`src/srl_pkg.sv`:
```
// ----------------------------------------------------------------------------
// srl_pkg
// Shared types, codes and character helpers for the S-record stream loader.
// ----------------------------------------------------------------------------
package srl_pkg;

    // Parser phase codes
    localparam logic [2:0] PH_IDLE  = 3'd0;
    localparam logic [2:0] PH_SKIP  = 3'd1;
    localparam logic [2:0] PH_TYPE  = 3'd2;
    localparam logic [2:0] PH_COUNT = 3'd3;
    localparam logic [2:0] PH_ADDR  = 3'd4;
    localparam logic [2:0] PH_BODY  = 3'd5;

    // Event kinds
    localparam logic [1:0] EV_WRITE    = 2'd0;
    localparam logic [1:0] EV_START    = 2'd1;
    localparam logic [1:0] EV_MISMATCH = 2'd2;

    // Register map
    localparam int unsigned PADDR_W = 3;
    localparam logic        REG_LOAD_OFFSET = 1'b0;   // word index of load_offset

    localparam logic [15:0] COUNT_MAX = 16'hFFFF;

    typedef struct packed {
        logic        valid;
        logic [1:0]  kind;
        logic [31:0] address;
        logic [7:0]  data;
        logic [15:0] count;
    } result_t;

    // Address length in bytes for a type digit; zero marks an unsupported type.
    function automatic logic [2:0] addr_len(input logic [3:0] rtype);
        logic [2:0] len;
        begin
            unique case (rtype)
                4'd0, 4'd1, 4'd5, 4'd9: len = 3'd2;
                4'd2, 4'd8:             len = 3'd3;
                4'd3, 4'd7:             len = 3'd4;
                default:                len = 3'd0;
            endcase
            return len;
        end
    endfunction

    // Returns {is_hex, nibble}.
    function automatic logic [4:0] hex_decode(input logic [7:0] c);
        logic [7:0] v;
        logic       ok;
        begin
            v  = 8'd0;
            ok = 1'b0;
            if (c >= 8'h30 && c <= 8'h39)
            begin
                v  = c - 8'h30;
                ok = 1'b1;
            end
            else if (c >= 8'h41 && c <= 8'h46)
            begin
                v  = c - 8'h37;
                ok = 1'b1;
            end
            else if (c >= 8'h61 && c <= 8'h66)
            begin
                v  = c - 8'h57;
                ok = 1'b1;
            end
            return {ok, v[3:0]};
        end
    endfunction

endpackage

```
`src/srl_parser.sv`:
```
// ----------------------------------------------------------------------------
// srl_parser
// Per-character S-record parse state and the event that one character causes.
// ----------------------------------------------------------------------------
module srl_parser (
    input  logic            clk,
    input  logic            rst_n,
    input  logic            accept,
    input  logic [7:0]      char_in,
    input  logic [31:0]     load_offset,
    output srl_pkg::result_t result
);
    import srl_pkg::*;

    logic [2:0]  phase_reg,     phase_next;
    logic [3:0]  rtype_reg,     rtype_next;
    logic [7:0]  left_reg,      left_next;
    logic [2:0]  abl_reg,       abl_next;
    logic [3:0]  high_reg,      high_next;
    logic        pending_reg,   pending_next;
    logic [31:0] raddr_reg,     raddr_next;
    logic [15:0] count_reg,     count_next;

    logic        eol;
    logic [4:0]  hx;
    logic [7:0]  byte_val;
    logic [2:0]  type_len;
    logic        is_digit;
    logic        data_type;

    always_comb
    begin
        eol       = (char_in == 8'h0A) || (char_in == 8'h0D);
        hx        = hex_decode(char_in);
        byte_val  = {high_reg, hx[3:0]};
        is_digit  = (char_in >= 8'h30) && (char_in <= 8'h39);
        type_len  = addr_len(char_in[3:0]);
        data_type = (rtype_reg >= 4'd1) && (rtype_reg <= 4'd3);

        phase_next   = phase_reg;
        rtype_next   = rtype_reg;
        left_next    = left_reg;
        abl_next     = abl_reg;
        high_next    = high_reg;
        pending_next = pending_reg;
        raddr_next   = raddr_reg;
        count_next   = count_reg;

        result         = '0;
        result.count   = count_reg;

        unique case (phase_reg)
            PH_IDLE:
            begin
                if (char_in == 8'h53)
                    phase_next = PH_TYPE;
                else if (!eol)
                    phase_next = PH_SKIP;
            end
            PH_TYPE:
            begin
                if (is_digit && type_len != 3'd0)
                begin
                    rtype_next   = char_in[3:0];
                    abl_next     = type_len;
                    pending_next = 1'b0;
                    raddr_next   = '0;
                    phase_next   = PH_COUNT;
                end
                else
                    phase_next = eol ? PH_IDLE : PH_SKIP;
            end
            PH_COUNT, PH_ADDR, PH_BODY:
            begin
                if (!hx[4])
                begin
                    // abandon the record
                    pending_next = 1'b0;
                    phase_next   = eol ? PH_IDLE : PH_SKIP;
                end
                else if (!pending_reg)
                begin
                    high_next    = hx[3:0];
                    pending_next = 1'b1;
                end
                else
                begin
                    pending_next = 1'b0;
                    if (phase_reg == PH_COUNT)
                    begin
                        if ({1'b0, byte_val} < ({6'd0, abl_reg} + 9'd1))
                            phase_next = PH_SKIP;
                        else
                        begin
                            left_next  = byte_val - {5'd0, abl_reg};
                            phase_next = PH_ADDR;
                        end
                    end
                    else if (phase_reg == PH_ADDR)
                    begin
                        raddr_next = {raddr_reg[23:0], byte_val};
                        abl_next   = abl_reg - 3'd1;
                        if (abl_reg == 3'd1)
                            phase_next = PH_BODY;
                    end
                    else if (left_reg <= 8'd1)
                    begin
                        // checksum byte: close the record
                        phase_next = PH_SKIP;
                        if (data_type)
                        begin
                            if (count_reg != COUNT_MAX)
                                count_next = count_reg + 16'd1;
                        end
                        else if (rtype_reg == 4'd5)
                        begin
                            if (raddr_reg[15:0] != count_reg)
                            begin
                                result.valid   = 1'b1;
                                result.kind    = EV_MISMATCH;
                                result.address = raddr_reg;
                            end
                        end
                        else if (rtype_reg >= 4'd7)
                        begin
                            result.valid   = 1'b1;
                            result.kind    = EV_START;
                            result.address = raddr_reg;
                        end
                    end
                    else
                    begin
                        left_next = left_reg - 8'd1;
                        if (data_type)
                        begin
                            result.valid   = 1'b1;
                            result.kind    = EV_WRITE;
                            result.address = raddr_reg + load_offset;
                            result.data    = byte_val;
                            raddr_next     = raddr_reg + 32'd1;
                        end
                    end
                end
            end
            default:
                phase_next = eol ? PH_IDLE : PH_SKIP;
        endcase
    end

    always_ff @(posedge clk or negedge rst_n)
    begin
        if (!rst_n)
        begin
            phase_reg   <= PH_IDLE;
            rtype_reg   <= '0;
            left_reg    <= '0;
            abl_reg     <= '0;
            high_reg    <= '0;
            pending_reg <= 1'b0;
            raddr_reg   <= '0;
            count_reg   <= '0;
        end
        else if (accept)
        begin
            phase_reg   <= phase_next;
            rtype_reg   <= rtype_next;
            left_reg    <= left_next;
            abl_reg     <= abl_next;
            high_reg    <= high_next;
            pending_reg <= pending_next;
            raddr_reg   <= raddr_next;
            count_reg   <= count_next;
        end
    end

    // The record counter never moves backward.
    a_count_monotonic: assert property (@(posedge clk) disable iff (!rst_n)
        count_reg >= $past(count_reg))
        else $error("record counter decreased");

    // After the last address byte the body phase starts with abl_reg at zero.
    a_body_after_addr: assert property (@(posedge clk) disable iff (!rst_n)
        (accept && phase_reg == PH_ADDR && pending_reg && hx[4] && abl_reg == 3'd1)
        |=> (phase_reg == PH_BODY && abl_reg == 3'd0))
        else $error("address phase did not hand over to body");

    // An event is only produced from the body phase.
    a_event_in_body: assert property (@(posedge clk) disable iff (!rst_n)
        result.valid |-> (phase_reg == PH_BODY && pending_reg))
        else $error("event outside body phase");

endmodule

```
`src/srecord_stream_loader.sv`:
```
// ----------------------------------------------------------------------------
// srecord_stream_loader
// Motorola S-record decoder: ASCII characters in, memory writes, start
// address and record-count checks out.
// ----------------------------------------------------------------------------
// Feed the S-record text one character per request on char_in; one character
// is taken every clock cycle as long as the two-entry output buffer has room,
// and each character is fully parsed in the cycle it is taken; its event is
// registered into the output buffer. Lines starting with 'S' are
// decoded: S1/S2/S3 data bytes come out as memory byte writes at the record
// address plus load_offset (event_kind 0), S7/S8/S9 give the start address
// (kind 1), and S5 reports a count mismatch (kind 2) when its stated count
// differs from the saturating count of data records. The checksum byte is
// consumed but not checked; a non-hex character abandons the record. Program
// load_offset (byte address 0) only while the stream is idle.
module srecord_stream_loader (
    input  logic                        clk,
    input  logic                        rst_n,
    // APB-style configuration port
    input  logic                        psel,
    input  logic                        penable,
    input  logic                        pwrite,
    input  logic [srl_pkg::PADDR_W-1:0] paddr,
    input  logic [31:0]                 pwdata,
    output logic [31:0]                 prdata,
    output logic                        pready,
    // character input
    input  logic                        in_valid,
    output logic                        in_stall,
    input  logic [7:0]                  char_in,
    // event output
    output logic                        out_valid,
    input  logic                        out_stall,
    output logic [1:0]                  event_kind,
    output logic [31:0]                 address,
    output logic [7:0]                  data_byte,
    output logic [15:0]                 records_seen
);
    import srl_pkg::*;

    logic [31:0] load_offset_reg;
    logic        cfg_write;

    logic        in_accept;
    logic        out_pop;
    logic        push;
    result_t     result;

    // output buffer: head entry drives the ports, skid entry catches a result
    // produced while the head is stalled
    result_t     head_reg,       head_next;
    logic        head_valid_reg, head_valid_next;
    result_t     skid_reg,       skid_next;
    logic        skid_valid_reg, skid_valid_next;

    // ---------------- configuration ----------------
    assign pready    = 1'b1;
    assign cfg_write = psel && penable && pwrite && pready;
    assign prdata    = (paddr[PADDR_W-1] == REG_LOAD_OFFSET) ? load_offset_reg : 32'd0;

    always_ff @(posedge clk or negedge rst_n)
    begin
        if (!rst_n)
            load_offset_reg <= '0;
        else if (cfg_write && paddr[PADDR_W-1] == REG_LOAD_OFFSET)
            load_offset_reg <= pwdata;
    end

    // ---------------- parse ----------------
    // Hold off input only when the skid entry is full; the stall is a pure
    // register output.
    assign in_stall  = skid_valid_reg;
    assign in_accept = in_valid && !in_stall;

    srl_parser u_parser (
        .clk         (clk),
        .rst_n       (rst_n),
        .accept      (in_accept),
        .char_in     (char_in),
        .load_offset (load_offset_reg),
        .result      (result)
    );

    assign push    = in_accept && result.valid;
    assign out_pop = head_valid_reg && !out_stall;

    // ---------------- output buffer ----------------
    always_comb
    begin
        head_next       = head_reg;
        head_valid_next = head_valid_reg;
        skid_next       = skid_reg;
        skid_valid_next = skid_valid_reg;

        if (out_pop)
        begin
            // advance: skid moves up, else a fresh result, else drain
            if (skid_valid_reg)
            begin
                head_next       = skid_reg;
                skid_valid_next = 1'b0;
            end
            else if (push)
                head_next = result;
            else
                head_valid_next = 1'b0;
        end
        else if (push)
        begin
            if (!head_valid_reg)
            begin
                head_next       = result;
                head_valid_next = 1'b1;
            end
            else
            begin
                skid_next       = result;
                skid_valid_next = 1'b1;
            end
        end
    end

    always_ff @(posedge clk or negedge rst_n)
    begin
        if (!rst_n)
        begin
            head_valid_reg <= 1'b0;
            skid_valid_reg <= 1'b0;
        end
        else
        begin
            head_valid_reg <= head_valid_next;
            skid_valid_reg <= skid_valid_next;
        end
    end

    always_ff @(posedge clk)
    begin
        head_reg <= head_next;
        skid_reg <= skid_next;
    end

    assign out_valid    = head_valid_reg;
    assign event_kind   = head_reg.kind;
    assign address      = head_reg.address;
    assign data_byte    = head_reg.data;
    assign records_seen = head_reg.count;

    // ---------------- checks ----------------
    a_skid_needs_head: assert property (@(posedge clk) disable iff (!rst_n)
        skid_valid_reg |-> head_valid_reg)
        else $error("skid entry held with empty head");

    a_drain: assert property (@(posedge clk) disable iff (!rst_n)
        (out_pop && !skid_valid_reg && !push) |=> !head_valid_reg)
        else $error("head not drained after pop");

    a_zero_data: assert property (@(posedge clk) disable iff (!rst_n)
        (head_valid_reg && head_reg.kind != EV_WRITE) |-> (head_reg.data == 8'd0))
        else $error("nonzero data on a non-write event");

    a_skid_promote: assert property (@(posedge clk) disable iff (!rst_n)
        (out_pop && skid_valid_reg) |=> (head_valid_reg && !skid_valid_reg))
        else $error("skid entry not promoted on pop");

endmodule
```
`config.mk`:
```
export PLATFORM = sky130hd
export DESIGN_NAME = srecord_stream_loader
export DESIGN_NICKNAME = d
export VERILOG_FILES = /design/src/srl_pkg.sv /design/src/srl_parser.sv /design/src/srecord_stream_loader.sv
export SDC_FILE = /design/constraint.sdc
export NUM_CORES = 1
export LEC_CHECK = 0
export ABC_AREA = 1
export BUFFER_PORTS_ARGS = -buffer_cell sky130_fd_sc_hd__buf_2
export CORE_MARGIN = 4
export CORE_UTILIZATION = 55
export CTS_CLUSTER_DIAMETER = 120
export DETAILED_ROUTE_END_ITERATION = 8
export GPL_ROUTABILITY_DRIVEN = 0
export PLACE_DENSITY = 0.78
export SETUP_SLACK_MARGIN = 0.4
export SYNTH_ARGS = -nofsm -noshare
export SYNTH_HDL_FRONTEND = slang
export SYNTH_SLANG_ARGS = --single-unit
```
`constraint.sdc`:
```
create_clock -name clk -period 5.45 [get_ports clk]
set_input_delay 1.09 -clock clk [delete_from_list [all_inputs] [get_ports clk]]
set_output_delay 1.09 -clock clk [all_outputs]
set_load 0.005 [all_outputs]
```
Word-level counts from Yosys, hierarchy flattened
Memory sizes are Yosys's and may differ from the RTL's.
Cells that the tools add are included.

storage, ports and cells
  output and inout port bits = 93
  memories = 1
  bits in read-only memories = 48
  register bits = 221

cells by class
  reduce and logical (&&, ||, !) cells = 33
  order comparisons = 11
  mux-type cells = 65
  bitwise logic cells = 5
  add/sub/neg operators = 10
  equality and inequality tests = 28

memory list
  memory            depth  bits a word  rd ports  clocked after memory_dff  write ports  RTL line       text
  (name not given)  16     3            1         0                         0            srl_pkg.sv:38  unique case (rtype)

operators with widths
  cell                                                               count
  two-way mux 58 bit                                                 5
  two-way mux 43 bit                                                 6
  two-way mux 32 bit                                                 8
  two-way mux 35 bit                                                 5
  one-hot mux 32 bit (2 select lines)                                1
  two-way mux 3 bit                                                  15
  two-way mux 8 bit                                                  5
  adder 32 x 1 -> 32 bit, second input constant                      1
  adder 32 bit                                                       1
  adder 16 x 1 -> 16 bit, second input constant                      1
  == test 8 x 4 -> 1 bit, second input constant                      2
  greater-or-equal comparator 8 x 7 -> 1 bit, second input constant  2
  less-or-equal comparator 8 x 7 -> 1 bit, second input constant     2
  inequality test 16 bit                                             1
  inequality test 16 bit, second input constant                      1
  AND reduction 3 bit                                                5
  two-way mux 1 bit                                                  14
  AND reduction 7 bit                                                2
  two-way mux 4 bit                                                  3
  inequality test 2 x 1 -> 1 bit, second input constant              6
  logical AND 1 bit                                                  11
  inequality test 2 bit, second input constant                       5
  inequality test 5 bit, second input constant                       2
  less-than comparator 8 x 9 -> 1 bit                                1
  other kinds (35)                                                   47

Longest topological paths before layout
  word-level depth = 16
  depth in mapped cells = 21
  mapped depth without buffers = 21

By module
From an unflattened synthesis, not the netlist that was laid out.

unflattened totals
  cell total of the unflattened synthesis = 1992
  area, all modules = 14490.1 um^2

modules (own cells, without submodules)
  module                 instances  area an instance (um^2)  cells an instance  seq. area each (um^2)
  srl_parser             1          8513.2                   1449               1776.7
  srecord_stream_loader  1          5977.0                   543                4334.2

Least setup slack after synthesis
Ideal clock, no wire load.

  kind = input to register
  from = input char_in[0]
  to = register head_reg, in the netlist address[0] (enable)
  path buffers = 0
  setup time = 0.493 ns
  required time = 4.957 ns
  setup slack = -0.497 ns
  arrival = 5.455 ns
  stages = 15
  cell sequence = inv_1 > ha_1 > nand2_1 > nand3_1 > nand2_2 > nand2_4 > nand2_4 > nor2_8 > nand2_4 > a21oi_4 > nand3_1 > ha_1 > inv_1 > nand2_1 > a21oi_1

between the ends
  cells in the longest elaborated chain, start to end = 10

RTL lines
  element                                                                                                       RTL line                      text
  from (decl)                                                                                                   srecord_stream_loader.sv:30   input logic [7:0] char_in,
  greater-or-equal comparator 8 x 7 -> 1 bit / less-or-equal comparator 8 x 7 -> 1 bit (equally long branches)  srl_pkg.sv:65                 else if (c >= 8'h61 && c <= 8'h66)
  logical AND 1 bit                                                                                             srl_pkg.sv:65
  two-way mux 1 bit                                                                                             srl_pkg.sv:65
  two-way mux 1 bit                                                                                             srl_pkg.sv:60                 else if (c >= 8'h41 && c <= 8'h46)
  two-way mux 1 bit *                                                                                           srl_pkg.sv:55                 if (c >= 8'h30 && c <= 8'h39)
  two-way mux 43 bit *                                                                                          srl_parser.sv:75              if (!hx[4])
  two-way mux 43 bit *                                                                                          srl_parser.sv:52              unique case (phase_reg)
  logical AND 1 bit *                                                                                           srecord_stream_loader.sv:84   assign push = in_accept && result.valid;
  nonzero test 2 bit (no source line)                                                                           -
  AND reduction 3 bit (no source line) *                                                                        -
  to (signal assigned)                                                                                          srecord_stream_loader.sv:139  head_reg <= head_next;
  to (decl)                                                                                                     srecord_stream_loader.sv:51   result_t head_reg, head_next;

Mark *: on every way between the ends. The rest lies on a longest branch, timed or not.
A chain may end at the register's enable or synchronous reset.

Worst setup path after layout
  from = register u_parser.phase_reg[2]
  to = register head_reg, in the netlist address[25] (enable)

between the ends
  cells in the longest elaborated chain, start to end = 9

RTL lines
  element                                 RTL line                            text
  from (decl)                             srl_parser.sv:15                    logic [2:0] phase_reg, phase_next;
  from (signal assigned)                  srl_parser.sv:165                   phase_reg <= phase_next;
  == test 3 bit                           srl_parser.sv:52, srl_parser.sv:99
  two-way mux 43 bit                      srl_parser.sv:99                    else if (phase_reg == PH_ADDR)
  two-way mux 43 bit                      srl_parser.sv:89                    if (phase_reg == PH_COUNT)
  two-way mux 43 bit                      srl_parser.sv:81                    else if (!pending_reg)
  two-way mux 43 bit                      srl_parser.sv:75
  two-way mux 43 bit *                    srl_parser.sv:52
  logical AND 1 bit *                     srecord_stream_loader.sv:84
  nonzero test 2 bit (no source line)     -
  AND reduction 3 bit (no source line) *  -

Marked as above.

==> metrics.yaml <==
grt_max_degree: 77
cts-hold-fix-buffers: 0
die_height_um: 171
antenna_violations_before_repair: 0
achievable-frequency_mhz: 261
status: "finished clean"
floorplan.rows: 59
route.detailed.drc: 0
worst_hold_path_type: "flip-flop to flip-flop"
ys_seq_elements: 221
maxSlewHeadroom_pct: 29.7
detailroute.wirelength.met3_um: 4090
synth_top_cell_area_share_pct: 23.9
synth.area.top_cells: "sky130_fd_sc_hd__edfxtp_1, sky130_fd_sc_hd__dfrtp_1, sky130_fd_sc_hd__nand2_1"
boundaryPins: 143
die_area_mm2: 0.0292
crit_path_start_kind: "flip-flop"
top_post_synthesis_cells_by_count: "sky130_fd_sc_hd__nand2_1, sky130_fd_sc_hd__inv_1, sky130_fd_sc_hd__nor2_1"
cpMostUsedCell: "sky130_fd_sc_hd__nand2_4"
tritoncts: "built"
cp_slowest_stage_delay_ps: 570
final.setup.worst_slack_ps: 1620
powerDensity_mw_per_mm2: 386
setup_skew_ps: 19.4
layout_min_cycle_time_ps: 3830
period_share_pct: 70.2
cts_h_tree_depth: 1
multi_input_area_mm2: 0.00702
post-synth-top-count-cell: "sky130_fd_sc_hd__nand2_1"
initial_utilization_pct: 55.9
synth_edf_count: 116
area_taken_by_flip_flops_and_latches_mm2: 0.00611
arrival_ps: 3980
synth-warning-count: 0
cts_resized: 0
timing.setup.tns_ps: 0
design.core.area_mm2: 0.0261
tightest_slew_ps: 1050
report.final.setup_viol: 0
clk_pin_slew_worst_paths_ps: 70
worst_ir_drop_vdd_v: 0.000259
setup.worst_path.end_class: "flip-flop"
rsz0062_at_grt: "no"
worstPathRequired_ps: 5600
vias_after_detailed_routing: 13600
global_route.usage.total_pct: 26.7
layout.nets: 2198
worstPathCellList: "inv_2 -> nand2_1 -> nor2_2 -> inv_2 -> nand2_4 -> nand2_4 -> nor2_8 -> nand2_4 -> a21oi_4 -> nand3_1 -> ha_1 -> inv_1 -> nand2_1 -> a21oi_4 -> buf_4"
fin_total_pwr_mw: 6.29
critical_path.top_delay_family: "simple AND/OR/NAND/NOR gates"
routed-wl-met2_um: 17100
maxCapViolations: 0
vias_in_the_first_global_route: 12300
cts.sinks: 221
dpl-instance-area_mm2: 0.0155
clock_latency_ps: 530
place.detailed.hpwl_um: 29000
post-route-cell-area_mm2: 0.0163
critPathBufInv: 4
totalWireLength_um: 39700
leakage_nw: 8.14
drt-wirelength-per-cell_um: 16.2
worst_hold_slack_across_all_endpoints_ps: 514
drt_first_iter_violations: 1677
cts.root.buffer_cell: "sky130_fd_sc_hd__clkbuf_16"
placement.setup.worst_slack_ps: 1180
layout-drive-gt1-share_pct: 13.6
drv_slew: 0
dominantRegCellSynth: "sky130_fd_sc_hd__edfxtp_1"
asyncSetResetFlopFracSynth_pct: 47.5
postSynthNetCount: 2083
mappedNetlistArea_mm2: 0.0146
drtPass1Iterations: 6
detail_route.vias_per_cell: 5.55
nFillCells: 2280
ys_seq_area_share_pct: 41.9
cp_max_fo: 58
type_of_the_worst_setup_path: "flip-flop to flip-flop"
detail-route-antenna-nets: 0
largest_reg_flops: 58
synth_top_cell_by_area: "sky130_fd_sc_hd__edfxtp_1"
antenna-diode-count: 0
die_width_um: 171
syn_to_final_growth_pct: 11.8
grt_pass1_wl_um: 63200
portBuffers: 139
maxUsedRoutingLayer: "met4"
synth_cells: 1979
cts_buffers: 24
postSynthAreaPerCell_um2: 7.37
clock_path_buffers: 3
cts.repair_timing.setup_buffer_count: 0
met1Wirelength_um: 16800
grt_overflow: 0
slowest_stage: "sky130_fd_sc_hd__buf_4"
synth_cell_types: 51
final_hold_viol_count: 0
[placed cells by master, fill, tap and decap left out, types with 4 or more instances in the layout]
cell / n
sky130_fd_sc_hd__o21ai_1: 20
sky130_fd_sc_hd__nand2_1: 476
sky130_fd_sc_hd__nor4_1: 6
sky130_fd_sc_hd__nor2_1: 264
sky130_fd_sc_hd__o211ai_1: 8
sky130_fd_sc_hd__o21ai_0: 98
sky130_fd_sc_hd__nand2_4: 5
sky130_fd_sc_hd__nand3b_1: 4
sky130_fd_sc_hd__clkbuf_16: 25
sky130_fd_sc_hd__buf_2: 138
sky130_fd_sc_hd__nand2_2: 33
sky130_fd_sc_hd__clkinvlp_4: 5
sky130_fd_sc_hd__nand3_1: 129
sky130_fd_sc_hd__a21oi_1: 90
sky130_fd_sc_hd__nor3_1: 44
sky130_fd_sc_hd__xor2_1: 37
sky130_fd_sc_hd__edfxtp_1: 116
sky130_fd_sc_hd__o22ai_1: 13
sky130_fd_sc_hd__buf_4: 12
sky130_fd_sc_hd__dfrtp_1: 105
sky130_fd_sc_hd__nand4_1: 26
sky130_fd_sc_hd__a21oi_2: 32
sky130_fd_sc_hd__clkbuf_1: 5
sky130_fd_sc_hd__inv_2: 10
sky130_fd_sc_hd__inv_1: 300
sky130_fd_sc_hd__nor2_2: 6
sky130_fd_sc_hd__xnor2_1: 7
sky130_fd_sc_hd__ha_1: 52
[area by class of cell]
| cell class | instances | share of cell area (%) |
|---|---|---|
| multi-input combinational | 1386 | 43.1 |
| timing repair buffer | 150 | 4.79 |
| clock inverter | 12 | 0.737 |
| inverter | 311 | 7.18 |
| tap | 335 | 2.57 |
| sequential | 221 | 37.5 |
| clock buffer | 32 | 4.12 |
[logic make-up (layout without fill, tap and decap cells)]
logic type	count (synthesis)	in the layout	share of synthesized area (%)
other	1	1	0.0257
AND/OR/NAND/NOR	1009	1009	29.6
flip-flops	221	221	41.9
AO/OA/AOI/OAI	278	278	11.0
XOR/XNOR	44	44	2.64
adder cells (fa/ha/maj)	54	54	4.74
buffers and inverters	372	505	10.1
[through the flow]
stage          instances  util, %
2_1_floorplan       1979        -
3_3_place_gp        2403     59.5
3_5_place_dp        2403     59.5
4_1_cts             2447     62.5
5_1_grt             2447     62.5
6_report            2447     62.5
[path summary, 6_finish.rpt]
path	startpoint	to	slack [ps]	cells after the start
min in group asynchronous	rst_n	load_offset_reg[10]	730	1
max in group asynchronous	rst_n	out_valid	3670	2
worst max register to register	u_parser.phase_reg[2]	address[25]	1620	15
worst min register to register	u_parser.count_reg[15]	skid_reg[15]	510	0
worst max-delay path	u_parser.phase_reg[2]	address[25]	1620	15
worst min-delay path	u_parser.count_reg[15]	skid_reg[15]	510	0
[where the power goes]
group / switching, mW / internal (mW)
Combinational: 1.60 / 0.809
Clock: 0.677 / 0.961
Sequential: 0.244 / 2.00
[metal layers]
layer | GRT usage, % | up-vias
met2 | 41.4 | 699
li1 | - | 6596
met1 | 38.1 | 6143
met4 | 9.93 | 0
met3 | 4.34 | 132
met5 | 0 | -
Power figures use the tool's default switching activity.
